**config.mk**
```make
export PLATFORM = sky130hd
export DESIGN_NAME = pppl_ctrl
export DESIGN_NICKNAME = d
export VERILOG_FILES = /design/src/rtl/pppl_pkg.sv /design/src/rtl/pppl_ctrl.sv
export SDC_FILE = /design/constraint.sdc
export NUM_CORES = 1
export LEC_CHECK = 0
export BUFFER_PORTS_ARGS = -buffer_cell sky130_fd_sc_hd__buf_2
export CELL_PAD_IN_SITES_DETAIL_PLACEMENT = 1
export CELL_PAD_IN_SITES_GLOBAL_PLACEMENT = 1
export CORE_MARGIN = 5
export CORE_UTILIZATION = 29
export DETAILED_ROUTE_END_ITERATION = 8
export PLACE_DENSITY = 0.82
export SETUP_SLACK_MARGIN = 0.3
export SLEW_MARGIN = 5
export SYNTH_ARGS = -nofsm -noshare
export SYNTH_HDL_FRONTEND = slang
export SYNTH_SLANG_ARGS = --single-unit
```
**constraint.sdc**
```tcl
create_clock -name clk_i -period 2.8 [get_ports clk_i]
set_input_delay 0.42 -clock clk_i [delete_from_list [all_inputs] [get_ports clk_i]]
set_output_delay 0.42 -clock clk_i [all_outputs]
set_load 0.01 [all_outputs]
```
**src/rtl/pppl_pkg.sv**
```systemverilog
package pppl_pkg;

  // Default geometry and fixed-point parameters
  localparam int DEF_CANVAS_COLUMNS = 32;
  localparam int DEF_CANVAS_ROWS    = 32;
  localparam int DEF_FRACTION_BITS  = 8;

  // Fixed field widths
  localparam int COORD_W    = 16;
  localparam int PLOT_W     = 7;
  localparam int CFG_IDX_W  = 2;
  localparam int CFG_DATA_W = 16;
  localparam int MAG_W      = 16;  // |coordinate| up to 32768
  localparam int GAIN_W     = 32;  // 2*m*D
  localparam int DEN_W      = 33;  // 2*m*D + (1-m)(D-z)
  localparam int STEP_N_W   = 6;   // line step count, at most 63

  // Register reset values
  localparam logic [14:0] RST_DEPTH_RANGE = 15'd4096;
  localparam logic [15:0] RST_MIN_SCALE   = 16'd32768;
  localparam logic [14:0] RST_ASPECT      = 15'd8192;
  localparam logic        RST_LINE_MODE   = 1'b1;

  // Configuration register indexes
  typedef enum logic [CFG_IDX_W-1:0] {
    CFG_DEPTH_RANGE = 2'd0,
    CFG_MIN_SCALE   = 2'd1,
    CFG_ASPECT      = 2'd2,
    CFG_LINE_MODE   = 2'd3
  } cfg_idx_e;

  typedef enum logic [3:0] {
    ST_IDLE,
    ST_MUL1,
    ST_MUL2,
    ST_PDIV,
    ST_PWAIT,
    ST_SCALE,
    ST_POST,
    ST_LPREP,
    ST_LCHK,
    ST_LWAIT,
    ST_EMIT,
    ST_FINISH
  } state_e;

  // Controller to datapath
  typedef struct packed {
    logic load_in;
    logic mul1;
    logic mul2;
    logic div_start;
    logic div_line;
    logic scale;
    logic post;
    logic line_prep;
    logic emit;
    logic emit_proj;
    logic finish;
  } cmd_t;

  // Datapath to controller
  typedef struct packed {
    logic line_mode;
    logic start_line;
    logic div_done;
    logic n_zero;
    logic last_step;
    logic out_free;
  } sts_t;

endpackage

```
**src/rtl/pppl_ctrl.sv**
```systemverilog
module pppl_ctrl import pppl_pkg::*; (
  input  logic clk_i,
  input  logic rst_ni,
  input  logic in_valid_i,
  output logic in_stall_o,
  input  sts_t sts_i,
  output cmd_t cmd_o
);

  state_e state_q, state_d;

  always_ff @(posedge clk_i or negedge rst_ni) begin
    if (!rst_ni) begin
      state_q <= ST_IDLE;
    end else begin
      state_q <= state_d;
    end
  end

  // Next state and datapath commands
  always_comb begin
    state_d    = state_q;
    cmd_o      = '0;
    in_stall_o = 1'b1;
    unique case (state_q)
      ST_IDLE: begin
        in_stall_o = 1'b0;
        if (in_valid_i) begin
          cmd_o.load_in = 1'b1;
          state_d       = ST_MUL1;
        end
      end
      ST_MUL1: begin
        cmd_o.mul1 = 1'b1;
        state_d    = ST_MUL2;
      end
      ST_MUL2: begin
        cmd_o.mul2 = 1'b1;
        state_d    = ST_PDIV;
      end
      ST_PDIV: begin
        cmd_o.div_start = 1'b1;
        state_d         = ST_PWAIT;
      end
      ST_PWAIT: begin
        if (sts_i.div_done) begin
          state_d = ST_SCALE;
        end
      end
      ST_SCALE: begin
        cmd_o.scale = 1'b1;
        state_d     = ST_POST;
      end
      ST_POST: begin
        cmd_o.post = 1'b1;
        priority if (!sts_i.line_mode) begin
          state_d = ST_EMIT;
        end else if (sts_i.start_line) begin
          state_d = ST_LPREP;
        end else begin
          state_d = ST_FINISH;
        end
      end
      ST_LPREP: begin
        cmd_o.line_prep = 1'b1;
        state_d         = ST_LCHK;
      end
      ST_LCHK: begin
        if (sts_i.n_zero) begin
          state_d = ST_EMIT;
        end else begin
          cmd_o.div_start = 1'b1;
          cmd_o.div_line  = 1'b1;
          state_d         = ST_LWAIT;
        end
      end
      ST_LWAIT: begin
        if (sts_i.div_done) begin
          state_d = ST_EMIT;
        end
      end
      ST_EMIT: begin
        cmd_o.emit_proj = !sts_i.line_mode;
        if (sts_i.out_free) begin
          cmd_o.emit = 1'b1;
          if (!sts_i.line_mode || sts_i.last_step) begin
            state_d = ST_FINISH;
          end
        end
      end
      ST_FINISH: begin
        cmd_o.finish = 1'b1;
        state_d      = ST_IDLE;
      end
      default: begin
        state_d = ST_IDLE;
      end
    endcase
  end

endmodule

```
==> summary.txt <==
Timing
  • Final setup skew: 0.00504 ns
  • Fmax achieved: between 500 and 600 MHz
  • Final min period: 1.84 ns
  • Slew @ Worst Pin: 0.418 ns
  • Setup_tns: 0 ns
  • Slew Limit Fails: 0
  • Final setup viols: 0
  • Fin crit share: 0.659
  • Slew headroom: 0.721
  • Hold Vio Cnt, Final: 0
  • Final hold slack: 0.522 ns
  • RSZ-0062 raised after global routing: false

Setup path
  • Worst Setup End Kind: output pin
  • R2R depth: 4
  • Reg2Reg Launch Point: state_q[2]$_DFFE_PN0P_
  • CP Class: flop to output pin
  • RR Endpoint: state_q[0]$_DFFE_PN0P_
  • Arr. time, crit path: approximately 1.4 ns
  • Critical path fanouts, max: 11
  • Reg2reg setup slack: about 1.3 ns
  • CP max stage delay: ~0.54 ns
  • Req. time, crit path: 2.38 ns
  • Sequence of cells on the critical path: or2b_4 -> nor3_1 -> buf_2
  • CP Launch Type: flop
  • Slowest cell on the critical path: dfrtp_1

Run
  • Max-Cap Viols: 0

Yosys
  • Average size of a mapped cell: 7.39 um^2
  • Post-synth ARST share: 1.00
  • Syn_nets: between 60 and 70
  • Mapped Area: 384 um^2
  • Mapped Cells: 52
  • Post-synth EDFFs: 0
  • Count leader, synth: nor2_1
  • Sequential area share after synthesis: 0.261
  • Post-synth cell types: 23
  • Post-synth top area share: 0.261
  • Post-synthesis register bit count: 4
  • Commonest cells post-synth: nor2_1, nand2_1, nor3_1
  • Top post-synthesis cells by area: dfrtp_1, nor3_1, nor2_1
  • YS warnings: 0
  • Main synth FF type: dfrtp_1
  • Yosys top cell by area: dfrtp_1

Floorplan
  • Site row count: 13
  • Die span in x: roughly 46 um
  • Die height: approximately 46 um
  • Initial core utilization: 0.303
  • Core area: 1270 um^2
  • IO Pins: 21
  • Die area: 2150 um^2

Power
  • Leakage power: 0.252 nW
  • Power per Cell Area: 1010 nW/um^2
  • Maximum VDD drop: 0.000341 V

Finish
  • Nets: 83
  • Max reg flops: 4
  • Largest Register: state_q
  • Synth-to-Final Area Change: 30.9%
  • FILL cells: 170
  • Fraction of layout cells with a size suffix above 1: 0.375
  • Ant. Diodes: 0
  • Largest registers: state_q: 4 flops
  • Sequential Area: 100 um^2
  • Multi-input logic area: 248 um^2

Place
  • Detail Placement HPWL: between 800 and 900 um
  • Port bufs: 20
  • RD Place Congestion: roughly 0.69

Drt
  • Post-route ant nets: 0
  • Routed vias: around 430
  • Drt first pass iters: 2
  • Drt total wl: approximately 1100 um
  • Drt wl/cell: 13.2 um
  • DRC: 0
  • Drt initial violations: 5
  • Vias per inst: between 4 and 5

Clock network
  • Root buffer cell: clkbuf_4
  • Clock Pin Slew Worst Setup and Hold Paths: 0.04 ns
  • Clock buffer depth: 2
  • Total CTS buffers: 3
  • CTS H-tree lvls: 1
  • Clock insertion delay at the later pin of the skew report: 0.23 ns
  • Post-CTS setup repair buffer count: 0
  • CTS tree: done
  • TritonCTS Sinks: 4

Global route
  • First-pass GRT wire length: a little under 2000 um
  • Met1 usage: 0.157
  • Pin count of the biggest net entering global routing: 15
  • M3 GR Usage: 0.0195
  • GRT Total Usage: 0.123
  • Vias in the first global route: roughly 460
  • Gr busiest metal: met2
  • Initial antenna violation count: 0
  • Congestion Overflow GR: 0
  • GRT met2 Usage: 0.203

Run status
  • Status: finished, final reports clean

Worst hold path
  • Worst hold path type: input port to asynchronous set/reset pin
==> layout make-up <==
class                           instances  area share
Multi-Input combinational cell         43       0.493
Timing Repair Buffer                   21       0.219
Sequential cell                         4       0.199
Clock buffer                            3      0.0448
Tap cell                               15      0.0373
Inverter                                1     0.00746
==> cell families after synthesis <==
family / share of synthesized area
simple gates: 0.463
compound gates: 0.182
buf+inv: 0.0945
flops: 0.261
==> through the flow <==
stage,std cells,setup slack [ns],utilization,instance area [um^2],power [mW]
4_1_cts,87,0.974,0.396,503,0.512
2_1_floorplan,52,1.33,-,384,0.375
6_report,87,0.955,0.396,503,0.506
3_5_place_dp,83,1.23,0.371,470,0.434
5_1_grt,87,0.851,0.396,503,0.557
3_3_place_gp,83,1.25,0.371,470,0.419
==> worst max path at each step <==
| stage | cells after the start | end | start | slack, ns |
|---|---|---|---|---|
| 2_1_floorplan | 3 | cmd_o[1] | state_q[0]$_DFFE_PN0P_ | 1.33 |
| 3_3_place_gp | 3 | cmd_o[1] | state_q[1]$_DFFE_PN0P_ | 1.25 |
| 6_report | 3 | cmd_o[2] | state_q[1]$_DFFE_PN0P_ | 0.96 |
| 4_1_cts | 3 | cmd_o[2] | state_q[1]$_DFFE_PN0P_ | 0.97 |
| 3_5_place_dp | 3 | cmd_o[1] | state_q[1]$_DFFE_PN0P_ | 1.23 |
| 5_1_grt | 3 | cmd_o[1] | state_q[1]$_DFFE_PN0P_ | 0.85 |
==> layout by cell type, fill, tap and decap left out, types with 2 or more instances in the layout <==
cell type and instances:
buf_2 20, nor2_1 8, nor3_1 6, nand2_1 6, dfrtp_1 4, o21ai_0 3, clkbuf_4 3, nand2b_1 2
nand2b_2 2, nor2b_1 2, a21oi_1 2, and3_1 2
==> routing by layer <==
metal	up-vias	wire length (um)
met5	-	0
met4	0	0
met3	0	75
met2	12	551
met1	199	521
li1	218	-
==> worst max-delay path: cells and delay by family (launching register included) <==
family	cells	cell delay (ns)
buffers and inverters	1	0.15
and+or+nand+nor	2	0.50
DFF	1	0.54
==> power breakdown <==
part / internal (mW) / switching, mW / total, mW
Combinational: 0.129 / 0.139 / 0.268
Sequential: 0.0851 / 0.0812 / 0.166
Clock: 0.0480 / 0.0238 / 0.0718
Total: 0.262 / 0.244 / 0.506
==> timing repair <==
item / CTS / global route
gates resized for setup: 0 / 0
hold endpoints to repair: 4 / 0
hold buffers: 1 / 0
(Power assumes the default switching activity.)
